<file path="config.mk">
export PLATFORM = sky130hd
export DESIGN_NAME = byte_stream_superfast_hash
export DESIGN_NICKNAME = d
export VERILOG_FILES = /design/src/rtl/bssfh_pkg.sv /design/src/rtl/byte_stream_superfast_hash.sv /design/src/rtl/bssfh_alu.sv /design/src/rtl/bssfh_seq.sv
export VERILOG_INCLUDE_DIRS = /design/src /design/src/rtl
export SDC_FILE = /design/constraint.sdc
export NUM_CORES = 1
export LEC_CHECK = 0
export BUFFER_PORTS_ARGS = -buffer_cell sky130_fd_sc_hd__buf_2
export CAP_MARGIN = 5
export CELL_PAD_IN_SITES_DETAIL_PLACEMENT = 2
export CELL_PAD_IN_SITES_GLOBAL_PLACEMENT = 2
export CORE_MARGIN = 2
export CORE_UTILIZATION = 41
export DETAILED_ROUTE_END_ITERATION = 10
export PLACE_DENSITY_LB_ADDON = 0.1
export SYNTH_ARGS = -nofsm -noshare
export SYNTH_HDL_FRONTEND = slang
export SYNTH_SLANG_ARGS = --single-unit
</file>
<file path="constraint.sdc">
create_clock -name clk_i -period 16.1 [get_ports clk_i]
set_clock_uncertainty 0.05 [all_clocks]
set_input_delay 0.805 -clock clk_i [delete_from_list [all_inputs] [get_ports clk_i]]
set_output_delay 0.805 -clock clk_i [all_outputs]
set_load 0.02 [all_outputs]
</file>
<file path="src/rtl/assert_macros.svh">
// Assertion macros shared by the RTL of the byte stream hash block.
// Needs clk_i in the scope of every use, and rst_ni for BSSFH_ASSERT.
`ifndef ASSERT_MACROS_SVH
`define ASSERT_MACROS_SVH

// checked only outside reset
`define BSSFH_ASSERT(lbl, prop, msg) \
  lbl: assert property (@(posedge clk_i) disable iff (!rst_ni) prop) \
    else $error(msg);

// checked on every edge, reset included
`define BSSFH_ASSERT_ALWAYS(lbl, prop, msg) \
  lbl: assert property (@(posedge clk_i) prop) else $error(msg);

`endif

</file>
<file path="src/rtl/bssfh_pkg.sv">
// Package of the byte stream hash block: word types, register map, ALU codes
// and the microcode ROM of the mixing sequencer. No dependencies.
`default_nettype none

package bssfh_pkg;

  typedef struct packed {
    logic        first_byte;
    logic [30:0] message_length;
    logic [7:0]  data_byte;
    logic        last_byte;
  } in_word_t;

  typedef struct packed {
    logic [31:0] digest;
    logic        length_mismatch;
  } out_word_t;

  typedef struct packed {
    logic [30:0] table_size;
    logic        string_mode;
  } cfg_t;

  typedef struct packed {
    logic ready;
    logic res_valid;
  } seq_stat_t;

  // register index = paddr[2]
  localparam logic REG_IDX_TABLE_SIZE  = 1'b0;
  localparam logic REG_IDX_STRING_MODE = 1'b1;

  localparam logic [30:0] TABLE_SIZE_RST = 31'd1024;

  typedef enum logic [1:0] {
    ALU_ADD = 2'd0,
    ALU_XOR = 2'd1,
    ALU_SUB = 2'd2
  } alu_op_e;

  // operand B of a microcode step
  typedef enum logic [2:0] {
    SRC_SHL  = 3'd0,  // h << amt
    SRC_SHR  = 3'd1,  // h >> amt
    SRC_LO16 = 3'd2,  // low half of the word
    SRC_HI11 = 3'd3,  // high half of the word << 11
    SRC_B2   = 3'd4,  // widened byte 2 << 18
    SRC_B0   = 3'd5   // widened byte 0
  } src_e;

  typedef enum logic [1:0] {
    NXT_STEP     = 2'd0,
    NXT_MIX_END  = 2'd1,
    NXT_AVAL     = 2'd2,
    NXT_HASH_END = 2'd3
  } nxt_e;

  typedef struct packed {
    alu_op_e    op;
    src_e       src;
    logic [4:0] amt;
    nxt_e       nxt;
  } uop_t;

  localparam logic [4:0] PC_MIX   = 5'd0;
  localparam logic [4:0] PC_TAIL3 = 5'd4;
  localparam logic [4:0] PC_TAIL2 = 5'd8;
  localparam logic [4:0] PC_TAIL1 = 5'd11;
  localparam logic [4:0] PC_AVAL  = 5'd14;

  function automatic uop_t uop_rom(input logic [4:0] pc);
    uop_t u;
    case (pc)
      // word mix
      5'd0:  u = '{ALU_ADD, SRC_LO16, 5'd0,  NXT_STEP};
      5'd1:  u = '{ALU_XOR, SRC_SHL,  5'd16, NXT_STEP};
      5'd2:  u = '{ALU_XOR, SRC_HI11, 5'd0,  NXT_STEP};
      5'd3:  u = '{ALU_ADD, SRC_SHR,  5'd11, NXT_MIX_END};
      // three byte tail
      5'd4:  u = '{ALU_ADD, SRC_LO16, 5'd0,  NXT_STEP};
      5'd5:  u = '{ALU_XOR, SRC_SHL,  5'd16, NXT_STEP};
      5'd6:  u = '{ALU_XOR, SRC_B2,   5'd0,  NXT_STEP};
      5'd7:  u = '{ALU_ADD, SRC_SHR,  5'd11, NXT_AVAL};
      // two byte tail
      5'd8:  u = '{ALU_ADD, SRC_LO16, 5'd0,  NXT_STEP};
      5'd9:  u = '{ALU_XOR, SRC_SHL,  5'd11, NXT_STEP};
      5'd10: u = '{ALU_ADD, SRC_SHR,  5'd17, NXT_AVAL};
      // one byte tail
      5'd11: u = '{ALU_ADD, SRC_B0,   5'd0,  NXT_STEP};
      5'd12: u = '{ALU_XOR, SRC_SHL,  5'd10, NXT_STEP};
      5'd13: u = '{ALU_ADD, SRC_SHR,  5'd1,  NXT_AVAL};
      // avalanche
      5'd14: u = '{ALU_XOR, SRC_SHL,  5'd3,  NXT_STEP};
      5'd15: u = '{ALU_ADD, SRC_SHR,  5'd5,  NXT_STEP};
      5'd16: u = '{ALU_XOR, SRC_SHL,  5'd4,  NXT_STEP};
      5'd17: u = '{ALU_ADD, SRC_SHR,  5'd17, NXT_STEP};
      5'd18: u = '{ALU_XOR, SRC_SHL,  5'd25, NXT_STEP};
      5'd19: u = '{ALU_ADD, SRC_SHR,  5'd6,  NXT_HASH_END};
      default: u = '{ALU_ADD, SRC_SHR, 5'd6, NXT_HASH_END};
    endcase
    return u;
  endfunction

endpackage

`default_nettype wire

</file>
<file path="src/rtl/byte_stream_superfast_hash.sv">
// Byte stream SuperFastHash: top level with register port and output register.
// Uses bssfh_pkg, bssfh_seq and assert_macros.svh.
//
// Input channel in_valid_i / in_stall_o / in_word_i takes one message byte per
// word, with first_byte and last_byte framing; message_length is sampled on
// first_byte. Output channel out_valid_o / out_stall_i / out_word_o carries one
// hash word per message, sent after the last byte, with length_mismatch set
// when the byte count differs from the declared length.
// All steps run on one shared ALU: a byte that closes a 4-byte word starts the
// word mix. A last byte adds up to 4 tail steps, 6 avalanche steps, 32
// restoring modulo steps in data mode (none in string mode or with table_size
// 0) and a handoff state.
// The block stalls its input while busy. A finished hash moves into the output
// register; while the receiver stalls, the next message streams in and waits
// at its handoff cycle only if the output register is still full.
// Reset clears the stream state and output valid, and loads table_size 1024
// and string_mode 0. Registers: table_size at 0x0, string_mode at 0x4.
`default_nettype none
`include "assert_macros.svh"

module byte_stream_superfast_hash (
  input  logic                 clk_i,
  input  logic                 rst_ni,
  input  logic                 in_valid_i,
  output logic                 in_stall_o,
  input  bssfh_pkg::in_word_t  in_word_i,
  output logic                 out_valid_o,
  input  logic                 out_stall_i,
  output bssfh_pkg::out_word_t out_word_o,
  input  logic                 psel,
  input  logic                 penable,
  input  logic                 pwrite,
  input  logic [2:0]           paddr,
  input  logic [31:0]          pwdata,
  output logic [31:0]          prdata,
  output logic                 pready
);

  bssfh_pkg::cfg_t      cfg_q, cfg_d;
  bssfh_pkg::seq_stat_t seq_st;
  bssfh_pkg::out_word_t res, out_word_q;
  logic                 out_valid_q, out_valid_d;
  logic                 res_ready, res_load, cfg_wr;

  assign pready = 1'b1;
  assign cfg_wr = psel && penable && pwrite && pready;

  always_comb begin
    cfg_d = cfg_q;
    if (cfg_wr) begin
      case (paddr[2])
        bssfh_pkg::REG_IDX_TABLE_SIZE:  cfg_d.table_size  = pwdata[30:0];
        bssfh_pkg::REG_IDX_STRING_MODE: cfg_d.string_mode = pwdata[0];
        default: ;
      endcase
    end
  end

  always_comb begin
    case (paddr[2])
      bssfh_pkg::REG_IDX_TABLE_SIZE:  prdata = {1'b0, cfg_q.table_size};
      bssfh_pkg::REG_IDX_STRING_MODE: prdata = {31'b0, cfg_q.string_mode};
      default:                        prdata = 32'b0;
    endcase
  end

  bssfh_seq u_seq (
    .clk_i       (clk_i),
    .rst_ni      (rst_ni),
    .cfg_i       (cfg_q),
    .in_valid_i  (in_valid_i),
    .in_word_i   (in_word_i),
    .res_ready_i (res_ready),
    .stat_o      (seq_st),
    .res_o       (res)
  );

  assign in_stall_o = !seq_st.ready;
  assign res_ready  = !out_valid_q || !out_stall_i;
  assign res_load   = seq_st.res_valid && res_ready;

  always_comb begin
    out_valid_d = out_valid_q && out_stall_i;
    if (res_load) begin
      out_valid_d = 1'b1;
    end
  end

  always_ff @(posedge clk_i or negedge rst_ni) begin
    if (!rst_ni) begin
      cfg_q.table_size  <= bssfh_pkg::TABLE_SIZE_RST;
      cfg_q.string_mode <= 1'b0;
      out_valid_q       <= 1'b0;
    end else begin
      cfg_q       <= cfg_d;
      out_valid_q <= out_valid_d;
    end
  end

  always_ff @(posedge clk_i) begin
    if (res_load) begin
      out_word_q <= res;
    end
  end

  assign out_valid_o = out_valid_q;
  assign out_word_o  = out_word_q;

  `BSSFH_ASSERT(a_res_held, seq_st.res_valid && !res_ready |=> seq_st.res_valid, "result dropped")
  `BSSFH_ASSERT(a_busy_after_last, in_valid_i && !in_stall_o && in_word_i.last_byte |=> in_stall_o, "not busy")
  `BSSFH_ASSERT(a_fin_stalls, seq_st.res_valid |-> in_stall_o, "input taken during handoff")
  `BSSFH_ASSERT_ALWAYS(a_rst_out, !rst_ni |=> !out_valid_o, "output valid in reset")

endmodule

`default_nettype wire

</file>
<file path="src/rtl/bssfh_alu.sv">
// Shared 32-bit add / xor / subtract unit of the hash sequencer.
// Uses bssfh_pkg for the operation codes.
`default_nettype none

module bssfh_alu (
  input  bssfh_pkg::alu_op_e op_i,
  input  logic [31:0]        a_i,
  input  logic [31:0]        b_i,
  output logic [31:0]        y_o,
  output logic               borrow_o
);

  logic [32:0] diff;

  assign diff = {1'b0, a_i} - {1'b0, b_i};

  always_comb begin
    borrow_o = 1'b0;
    case (op_i)
      bssfh_pkg::ALU_ADD: y_o = a_i + b_i;
      bssfh_pkg::ALU_XOR: y_o = a_i ^ b_i;
      bssfh_pkg::ALU_SUB: begin
        y_o      = diff[31:0];
        borrow_o = diff[32];
      end
      default: y_o = a_i;
    endcase
  end

endmodule

`default_nettype wire

</file>
<file path="src/rtl/bssfh_seq.sv">
// Stream state and microcoded sequencer of the byte stream hash block:
// byte packing, word mix, tail, avalanche and restoring modulo on one ALU.
// Uses bssfh_pkg and bssfh_alu.
`default_nettype none

module bssfh_seq (
  input  logic                 clk_i,
  input  logic                 rst_ni,
  input  bssfh_pkg::cfg_t      cfg_i,
  input  logic                 in_valid_i,
  input  bssfh_pkg::in_word_t  in_word_i,
  input  logic                 res_ready_i,
  output bssfh_pkg::seq_stat_t stat_o,
  output bssfh_pkg::out_word_t res_o
);

  typedef enum logic [3:0] {
    ST_IDLE = 4'b0001,
    ST_RUN  = 4'b0010,
    ST_DIV  = 4'b0100,
    ST_FIN  = 4'b1000
  } state_e;

  state_e      state_q, state_d;
  logic [4:0]  pc_q, pc_d;
  logic [31:0] h_q, h_d;
  logic [31:0] word_q, word_d;
  logic [1:0]  phase_q, phase_d;
  logic [30:0] seen_q, seen_d;
  logic [30:0] decl_q, decl_d;
  logic        last_q, last_d;
  logic [30:0] rem_q, rem_d;
  logic [4:0]  cnt_q, cnt_d;

  bssfh_pkg::uop_t     uop;
  bssfh_pkg::alu_op_e  alu_op;
  logic [31:0]         alu_a, alu_b, alu_y, src_val;
  logic                alu_borrow;
  logic                sgn0, sgn2;

  logic        accept;
  logic [1:0]  phase_eff;
  logic [31:0] word_eff, h_eff;
  logic [30:0] seen_eff, decl_eff;
  logic [31:0] div_a;

  assign uop    = bssfh_pkg::uop_rom(pc_q);
  assign sgn0   = cfg_i.string_mode & word_q[7];
  assign sgn2   = cfg_i.string_mode & word_q[23];
  assign div_a  = {rem_q, h_q[31]};
  assign accept = (state_q == ST_IDLE) && in_valid_i;

  always_comb begin
    case (uop.src)
      bssfh_pkg::SRC_SHL:  src_val = h_q << uop.amt;
      bssfh_pkg::SRC_SHR:  src_val = h_q >> uop.amt;
      bssfh_pkg::SRC_LO16: src_val = {16'b0, word_q[15:0]};
      bssfh_pkg::SRC_HI11: src_val = {5'b0, word_q[31:16], 11'b0};
      bssfh_pkg::SRC_B2:   src_val = {{6{sgn2}}, word_q[23:16], 18'b0};
      bssfh_pkg::SRC_B0:   src_val = {{24{sgn0}}, word_q[7:0]};
      default:             src_val = 32'b0;
    endcase
  end

  always_comb begin
    if (state_q == ST_DIV) begin
      alu_op = bssfh_pkg::ALU_SUB;
      alu_a  = div_a;
      alu_b  = {1'b0, cfg_i.table_size};
    end else begin
      alu_op = uop.op;
      alu_a  = h_q;
      alu_b  = src_val;
    end
  end

  bssfh_alu u_alu (
    .op_i     (alu_op),
    .a_i      (alu_a),
    .b_i      (alu_b),
    .y_o      (alu_y),
    .borrow_o (alu_borrow)
  );

  always_comb begin
    phase_eff = in_word_i.first_byte ? 2'd0 : phase_q;
    word_eff  = in_word_i.first_byte ? 32'd0 : word_q;
    seen_eff  = in_word_i.first_byte ? 31'd0 : seen_q;
    decl_eff  = in_word_i.first_byte ? in_word_i.message_length : decl_q;
    h_eff     = in_word_i.first_byte ? {1'b0, in_word_i.message_length} : h_q;
  end

  always_comb begin
    state_d = state_q;
    pc_d    = pc_q;
    h_d     = h_q;
    word_d  = word_q;
    phase_d = phase_q;
    seen_d  = seen_q;
    decl_d  = decl_q;
    last_d  = last_q;
    rem_d   = rem_q;
    cnt_d   = cnt_q;
    case (state_q)
      ST_IDLE: begin
        if (accept) begin
          h_d    = h_eff;
          decl_d = decl_eff;
          last_d = in_word_i.last_byte;
          word_d = word_eff | ({24'b0, in_word_i.data_byte} << {phase_eff, 3'b000});
          seen_d = (seen_eff == '1) ? seen_eff : seen_eff + 31'd1;
          if (phase_eff == 2'd3) begin
            phase_d = 2'd0;
            pc_d    = bssfh_pkg::PC_MIX;
            state_d = ST_RUN;
          end else begin
            phase_d = phase_eff + 2'd1;
            if (in_word_i.last_byte) begin
              state_d = ST_RUN;
              case (phase_eff)
                2'd0:    pc_d = bssfh_pkg::PC_TAIL1;
                2'd1:    pc_d = bssfh_pkg::PC_TAIL2;
                default: pc_d = bssfh_pkg::PC_TAIL3;
              endcase
            end
          end
        end
      end
      ST_RUN: begin
        h_d  = alu_y;
        pc_d = pc_q + 5'd1;
        case (uop.nxt)
          bssfh_pkg::NXT_MIX_END: begin
            word_d = 32'd0;
            if (last_q) begin
              pc_d = bssfh_pkg::PC_AVAL;
            end else begin
              state_d = ST_IDLE;
            end
          end
          bssfh_pkg::NXT_AVAL: pc_d = bssfh_pkg::PC_AVAL;
          bssfh_pkg::NXT_HASH_END: begin
            rem_d = 31'd0;
            cnt_d = 5'd0;
            if (!cfg_i.string_mode && (cfg_i.table_size != 31'd0)) begin
              state_d = ST_DIV;
            end else begin
              state_d = ST_FIN;
            end
          end
          default: ;
        endcase
      end
      ST_DIV: begin
        rem_d = alu_borrow ? div_a[30:0] : alu_y[30:0];
        h_d   = {h_q[30:0], 1'b0};
        cnt_d = cnt_q + 5'd1;
        if (cnt_q == '1) begin
          h_d     = {1'b0, rem_d};
          state_d = ST_FIN;
        end
      end
      ST_FIN: begin
        if (res_ready_i) begin
          h_d     = 32'd0;
          word_d  = 32'd0;
          phase_d = 2'd0;
          seen_d  = 31'd0;
          decl_d  = 31'd0;
          last_d  = 1'b0;
          state_d = ST_IDLE;
        end
      end
      default: state_d = ST_IDLE;
    endcase
  end

  always_ff @(posedge clk_i or negedge rst_ni) begin
    if (!rst_ni) begin
      state_q <= ST_IDLE;
      pc_q    <= 5'd0;
      h_q     <= 32'd0;
      word_q  <= 32'd0;
      phase_q <= 2'd0;
      seen_q  <= 31'd0;
      decl_q  <= 31'd0;
      last_q  <= 1'b0;
      cnt_q   <= 5'd0;
    end else begin
      state_q <= state_d;
      pc_q    <= pc_d;
      h_q     <= h_d;
      word_q  <= word_d;
      phase_q <= phase_d;
      seen_q  <= seen_d;
      decl_q  <= decl_d;
      last_q  <= last_d;
      cnt_q   <= cnt_d;
    end
  end

  always_ff @(posedge clk_i) begin
    rem_q <= rem_d;
  end

  assign stat_o.ready     = (state_q == ST_IDLE);
  assign stat_o.res_valid = (state_q == ST_FIN);
  assign res_o.digest          = h_q;
  assign res_o.length_mismatch = (seen_q != decl_q);

endmodule

`default_nettype wire

</file>
==> results of run 1 <==
==> flip-flops by register name, indices dropped and copies added, names as in the netlist, 4 cells and up <==
signal         flops
u_seq.state_q      4
u_seq.cnt_q        5
u_seq.decl_q      31
u_seq.h_q         32
cfg_q             32
u_seq.rem_q       31
u_seq.seen_q      31
out_word_o        33
u_seq.word_q      32
u_seq.pc_q         5
==> cell families (layout without fill, tap and decap cells) <==
family                   Yosys count  count (layout)  synth area share, %
XOR/XNOR                          73              73                 3.25
multiplexers                     167             167                 8.92
AO/OA/AOI/OAI                    683             683                 24.3
AND/OR/NAND/NOR                  893             893                 21.3
flip-flops                       240             240                 32.2
buffers and inverters            215             289                 4.68
adder cells (fa/ha/maj)           82              82                 5.30
other                              2               4               0.0382
==> through the flow <==
stage	area [sq um]	util [%]	hold slack, ns
5_1_grt	21900	46.0	0.147
2_1_floorplan	19700	-	0.373
3_3_place_gp	20800	43.7	0.415
3_5_place_dp	20800	43.7	0.430
6_report	21900	46.0	0.124
4_1_cts	21900	46.0	0.129
==> cell usage in the layout (no fill, tap or decap), types with 27 or more instances in the layout <==
master / Yosys / layout
mux2i_1: 102 / 102
a21o_1: 33 / 33
nand3_1: 74 / 74
ha_1: 80 / 80
o21ai_0: 115 / 115
buf_2: 39 / 144
and3_1: 30 / 30
nor2b_1: 49 / 49
inv_1: 51 / 51
a21oi_1: 168 / 165
a22o_1: 44 / 44
a211oi_1: 27 / 27
a221oi_1: 36 / 36
clkbuf_16: 0 / 29
nor2_1: 232 / 230
dfrtp_1: 174 / 174
nor3_1: 67 / 66
mux2_2: 63 / 63
xnor2_1: 53 / 53
nand2_1: 305 / 305
edfxtp_1: 64 / 64
buf_4: 11 / 38
==> layout make-up <==
class	instances	area, sq um	share of cell area (%)
Antenna cell	2	5.00	0.0229
Clock buffer	36	762	3.48
Clock inverter	18	315	1.44
Inverter	52	195	0.893
Multi-Input combinational cell	1900	12500	57.0
Sequential cell	240	6330	28.9
Tap cell	615	769	3.52
Timing Repair Buffer	183	1020	4.66
==> metal layers <==
metal  routed length [um]  track usage [%]
met4                 4770             16.5
met5                   68                0
met1                39800             49.3
met3                 5370             4.29
met2                43800             61.0
==> worst max-delay path, cell delays in order, from the launching register on <==
cell	delay, ns
dfrtp_1	0.54
inv_1	0.17
ha_1	0.45
nand2b_1	0.15
a311oi_1	0.56
or2_2	0.22
buf_4	0.44
mux2i_1	0.67
nor2_1	0.09
a21oi_1	0.39
mux2i_1	0.29
o32ai_1	0.37
a221o_1	0.31
ha_1	0.27
fa_1	0.24
o21bai_1	0.12
o2111ai_1	0.35
a211oi_2	0.18
or2_4	0.31
o211ai_1	0.23
o211a_2	0.21
buf_4	0.56
and3_1	0.68
a221oi_1	0.17
a221oi_1	0.35
==> final timing paths <==
path / depth (start not counted) / endpoint / slack [ns]
max: 24 / u_seq.h_q[27]$_DFFE_PN0P_ / 7.52
min: 1 / u_seq.seen_q[12]$_DFFE_PN0P_ / 0.12
max reg2reg: 24 / u_seq.h_q[27]$_DFFE_PN0P_ / 7.52
min reg2reg: 2 / u_seq.phase_q[0]$_DFFE_PN0P_ / 0.45
max in group asynchronous: 3 / cfg_q[6]$_DFFE_PN0P_ / 13.77
min in group clk_i: 2 / cfg_q[13]$_DFFE_PN0P_ / 0.38
==> flow_metrics.env, run 1 <==
export IMPL_outcome="completed"
export IMPL_worstSetupStartpoint="u_seq.pc_q[0]$_DFFE_PN0P_"
export IMPL_yosys_warnings=0
export IMPL_synth_area_leader_cell="dfrtp_1"
export IMPL_hold_class="in2async"
export IMPL_dp_hpwl_um=71300
export IMPL_grt_ovfl_total=0
export IMPL_antenna_left=0
export IMPL_numCtsBuffers=29
export IMPL_vias_per_cell=6.64
export IMPL_synth_top_flop_cell="dfrtp_1"
export IMPL_synth_edff_count=64
export IMPL_syn_inst=2355
export IMPL_synth_area_sq_mm=0.0197
export IMPL_portBuffers=145
export IMPL_synth_distinct_cells=101
export IMPL_rsz0062_at_grt="no"
export IMPL_instances_no_fill=3046
export IMPL_die_area_sq_mm=0.0497
export IMPL_netlist_top_cells_count="nand2_1, nor2_1, dfrtp_1"
export IMPL_drv_slew=0
export IMPL_fill_cells=5270
export IMPL_via_count=20200
export IMPL_slew_headroom_pct=17.2
export IMPL_clock_sinks=240
export IMPL_syn_avg_cell_area_sq_um=8.35
export IMPL_post_cts_buffers=0
export IMPL_worstMarginPinSlew_ns=1.24
export IMPL_nNetsFinal=2571
export IMPL_finalWirelength_um=93900
export IMPL_fin_crit_sh_pct=53.3
export IMPL_timing_final_ws_setup_ns=7.52
export IMPL_ios=151
export IMPL_root_buffer="clkbuf_16"
export IMPL_synthTopCellsByArea="dfrtp_1, edfxtp_1, nand2_1"
export IMPL_arrival_ns=9.02
export IMPL_grt_use_total_pct=37.1
export IMPL_dp_slack_ns=7.80
export IMPL_synth_top_area_share_pct=22.2
export IMPL_wire_per_inst_um=30.8
export IMPL_dp_cells=2990
export IMPL_fp_dieH_um=223
export IMPL_drt_iter0_drc=1780
export IMPL_drive_above_1_share_pct=14.4
export IMPL_synth_seq_area_share_pct=32.2
export IMPL_row_count=80
export IMPL_yosysMostFrequentCell="nand2_1"
export IMPL_end_kind="register"
export IMPL_hold_buffers=0
export IMPL_drcViolationCount=0
export IMPL_worstSetupPathType="reg2reg"
export IMPL_insertion_delay_ns=0.62
export IMPL_die_w_um=223
export IMPL_place_congestion=0.953
export IMPL_syn2layout_area_growth_pct=11.3
export IMPL_cts_tree="built"
export IMPL_r2r_start="u_seq.pc_q[0]$_DFFE_PN0P_"
export IMPL_path_clk_slew_ns=0.06
export IMPL_synthArstFlopShare_pct=73.3
export IMPL_maxCapViolCount=0
export IMPL_coreArea_sq_mm=0.0475
export IMPL_tns_ns=0
export IMPL_htree_num_levels=1
export IMPL_worstPathMaxFanout=46
export IMPL_hold_violations=0
export IMPL_clockBufferDepth=3
export IMPL_initial_utilization_pct=41.3
export IMPL_worstPathRequired_ns=16.55
export IMPL_fin_crit_ns=8.58
export IMPL_setup_viol=0
export IMPL_grt_pass1_wl_um=140000
export IMPL_critPathLaunchType="register"
export IMPL_grt_max_degree=68
export IMPL_drt_pass1_iterations=6
export IMPL_synth_nets=2520
export IMPL_synth_seq_cells=240
export IMPL_antenna_found_initial=4
export IMPL_fmax_ghz=0.117
export IMPL_grt_pass1_vias=21500
export IMPL_cts_resized=0
Power of run 1 is not shown: default switching activity piles up to over one toggle a cycle in this logic, so the estimate is an artifact.
==> inputs of run 2 (changes only) <==
--- a/config.mk
+++ b/config.mk
@@ -11,7 +11,7 @@
 export CELL_PAD_IN_SITES_DETAIL_PLACEMENT = 2
 export CELL_PAD_IN_SITES_GLOBAL_PLACEMENT = 2
 export CORE_MARGIN = 2
-export CORE_UTILIZATION = 41
+export CORE_UTILIZATION = 34
 export DETAILED_ROUTE_END_ITERATION = 10
 export PLACE_DENSITY_LB_ADDON = 0.1
 export SYNTH_ARGS = -nofsm -noshare
==> constraint.sdc (replaced) <==
create_clock -name clk_i -period 7.76 [get_ports clk_i]
set_clock_uncertainty 0.05 [all_clocks]
set_input_delay 0.388 -clock clk_i [delete_from_list [all_inputs] [get_ports clk_i]]
set_output_delay 0.388 -clock clk_i [all_outputs]
set_load 0.02 [all_outputs]
==> run 2 against run 1 <==
Global-route usage shrank 5.7 points. Fmax grew 17%. Highest routed layer is now met4. Worst setup slack worse by 7.1 ns. Register-to-register slack got worse by 7.1 ns. Die area increased by 20%.
==> flow_metrics.env, run 2 (same netlist as run 1, synthesis figures left out) <==
export IMPL_grt_pass1_wl_um=142000
export IMPL_timing_rr_end="u_seq.h_q[27]$_DFFE_PN0P_"
export IMPL_root_buffer="clkbuf_16"
export IMPL_drt_iter0_drc=1511
export IMPL_post_cts_buffers=0
export IMPL_grt_pass1_vias=21300
export IMPL_end_kind="register"
export IMPL_worstSetupPathType="reg2reg"
export IMPL_hp_start="in_word_i[39]"
export IMPL_crit_path_max_incr_delay_ns=0.56
export IMPL_outcome="completed"
export IMPL_numCtsBuffers=29
export IMPL_r2r_start="u_seq.pc_q[0]$_DFFE_PN0P_"
export IMPL_worstMarginPinSlew_ns=1.16
export IMPL_via_count=20100
export IMPL_grt_max_degree=64
export IMPL_final_cell_mix="nand2_1, nor2_1, dfrtp_1"
export IMPL_cp_cell_sequence="inv_1 -> ha_1 -> nand2b_1 -> a311oi_1 -> or2_2 -> mux2i_1 -> a21oi_1 -> a221oi_1 -> o21a_1 -> o221ai_1 -> ha_1 -> a21o_1 -> a211o_1 -> a211oi_2 -> o21ai_2 -> a2111oi_4 -> o41ai_1 -> a22oi_1 -> xnor2_1 -> nand2_1 -> a221oi_1"
export IMPL_worstRegToRegCells=21
export IMPL_final_area_sq_mm=0.0228
export IMPL_clockBufferDepth=3
export IMPL_r2r_slack_ns=0.42
export IMPL_finalWirelength_um=95600
export IMPL_arrival_ns=7.78
export IMPL_hold_violations=0
export IMPL_drive_above_1_share_pct=15.0
export IMPL_critPathLaunchType="register"
export IMPL_grt_use_total_pct=31.4
export IMPL_setup_viol=0
export IMPL_slowest_stage="mux2i_1"
export IMPL_whs_endpoint="u_seq.decl_q[30]$_DFFE_PN0P_"
export IMPL_wire_per_inst_um=29.1
export IMPL_clock_sinks=240
export IMPL_placed_area_sq_mm=0.0213
export IMPL_slew_headroom_pct=22.4
export IMPL_cts_tree="built"
export IMPL_tns_ns=0
export IMPL_grt_ovfl_total=0
export IMPL_hold_depth=3
export IMPL_die_w_um=244
export IMPL_die_area_sq_mm=0.0597
export IMPL_drv_slew=0
export IMPL_maxCapViolCount=0
export IMPL_dp_hpwl_um=74000
export IMPL_place_congestion=0.942
export IMPL_coreArea_sq_mm=0.0575
export IMPL_fin_crit_sh_pct=94.6
export IMPL_hold_class="in2reg"
export IMPL_nNetsFinal=2657
export IMPL_worstPathMaxFanout=16
export IMPL_worstPathRequired_ns=8.20
export IMPL_htree_num_levels=1
export IMPL_final_common_cell="nand2_1"
export IMPL_largest_reg_flops=33
export IMPL_rsz0062_at_grt="no"
export IMPL_drcViolationCount=0
export IMPL_drt_pass1_iterations=6
export IMPL_path_clk_slew_ns=0.06
export IMPL_fp_dieH_um=244
export IMPL_row_count=88
export IMPL_syn2layout_area_growth_pct=15.8
export IMPL_portBuffers=145
export IMPL_vias_per_cell=6.12
export IMPL_antenna_found_initial=2
export IMPL_insertion_delay_ns=0.61
export IMPL_antenna_left=0
export IMPL_ios=151
export IMPL_fmax_ghz=0.136
export IMPL_initial_utilization_pct=34.2
export IMPL_fin_crit_ns=7.34
-- run 2: cell types whose count changed in the layout (fill, tap and decap cells not counted), sizes merged --
| cell | previous run | this run |
|---|---|---|
| buf | 182 | 213 |
| bufinv | 8 | 2 |
| clkbuf | 37 | 44 |
| clkinv | 5 | 7 |
| clkinvlp | 3 | 0 |
| dlygate4sd3 | 0 | 55 |
| inv | 54 | 53 |
-- run 2: repair_timing --
action,4_1_cts,5_1_grt
gates resized for setup,0,0
hold buffers,55,0
hold endpoints to repair,126,0
setup endpoints to repair,0,0
-- run 2: metrics by stage --
step | cells | util [%] | setup slack, ns | hold WS, ns
final | 3281 | 39.6 | 0.420 | 0.0218
after global placement | 3171 | 37.0 | 0.760 | 0.374
after detailed placement | 3171 | 37.0 | 0.487 | 0.380
after floorplan | 2355 | - | 2.39 | 0.0424
after global routing | 3279 | 39.6 | 0.0850 | 0.0242
after CTS | 3279 | 39.6 | 0.466 | 0.00119
-- run 2: metal layers --
layer	vias up	track usage (%)	share of wire, %
li1	8949	-	-
met1	10500	43.1	45
met2	530	51.4	46
met3	141	2.46	3.8
met4	0	12.4	4.6
met5	-	0	0
-- run 2: how the worst max path moves through the flow --
stage                                         start                         to  slack, ns  cells past startpoint
after floorplan           u_seq.pc_q[0]$_DFFE_PN0P_  u_seq.h_q[29]$_DFFE_PN0P_       2.39                     24
after global placement    u_seq.pc_q[0]$_DFFE_PN0P_  u_seq.h_q[22]$_DFFE_PN0P_       0.76                     21
after detailed placement  u_seq.pc_q[0]$_DFFE_PN0P_  u_seq.h_q[27]$_DFFE_PN0P_       0.49                     21
after CTS                 u_seq.pc_q[0]$_DFFE_PN0P_  u_seq.h_q[27]$_DFFE_PN0P_       0.47                     21
after global routing      u_seq.pc_q[0]$_DFFE_PN0P_  u_seq.h_q[29]$_DFFE_PN0P_       0.09                     23
final                     u_seq.pc_q[0]$_DFFE_PN0P_  u_seq.h_q[27]$_DFFE_PN0P_       0.42                     21
-- run 2: final cells by class --
| cell class | count | area (sq um) |
|---|---|---|
| Multi-Input combinational cell | 1900 | 12500 |
| Inverter | 52 | 195 |
| Fill cell | 6514 | 34700 |
| Tap cell | 765 | 957 |
| Sequential cell | 240 | 6330 |
| Antenna cell | 2 | 5.00 |
| Clock buffer | 43 | 828 |
| Timing Repair Buffer | 269 | 1870 |
| Clock inverter | 10 | 116 |
-- run 2: worst max-delay path, delay by kind of cell, from the launching register on --
kind,cells,cell delay [ns]
simple gates,3,0.76
flops,1,0.52
mux,1,0.56
buf+inv,1,0.16
compound gates,13,3.94
xor+xnor,1,0.24
fa+ha+maj,2,0.93
Power of run 2 is left out for the same reason.
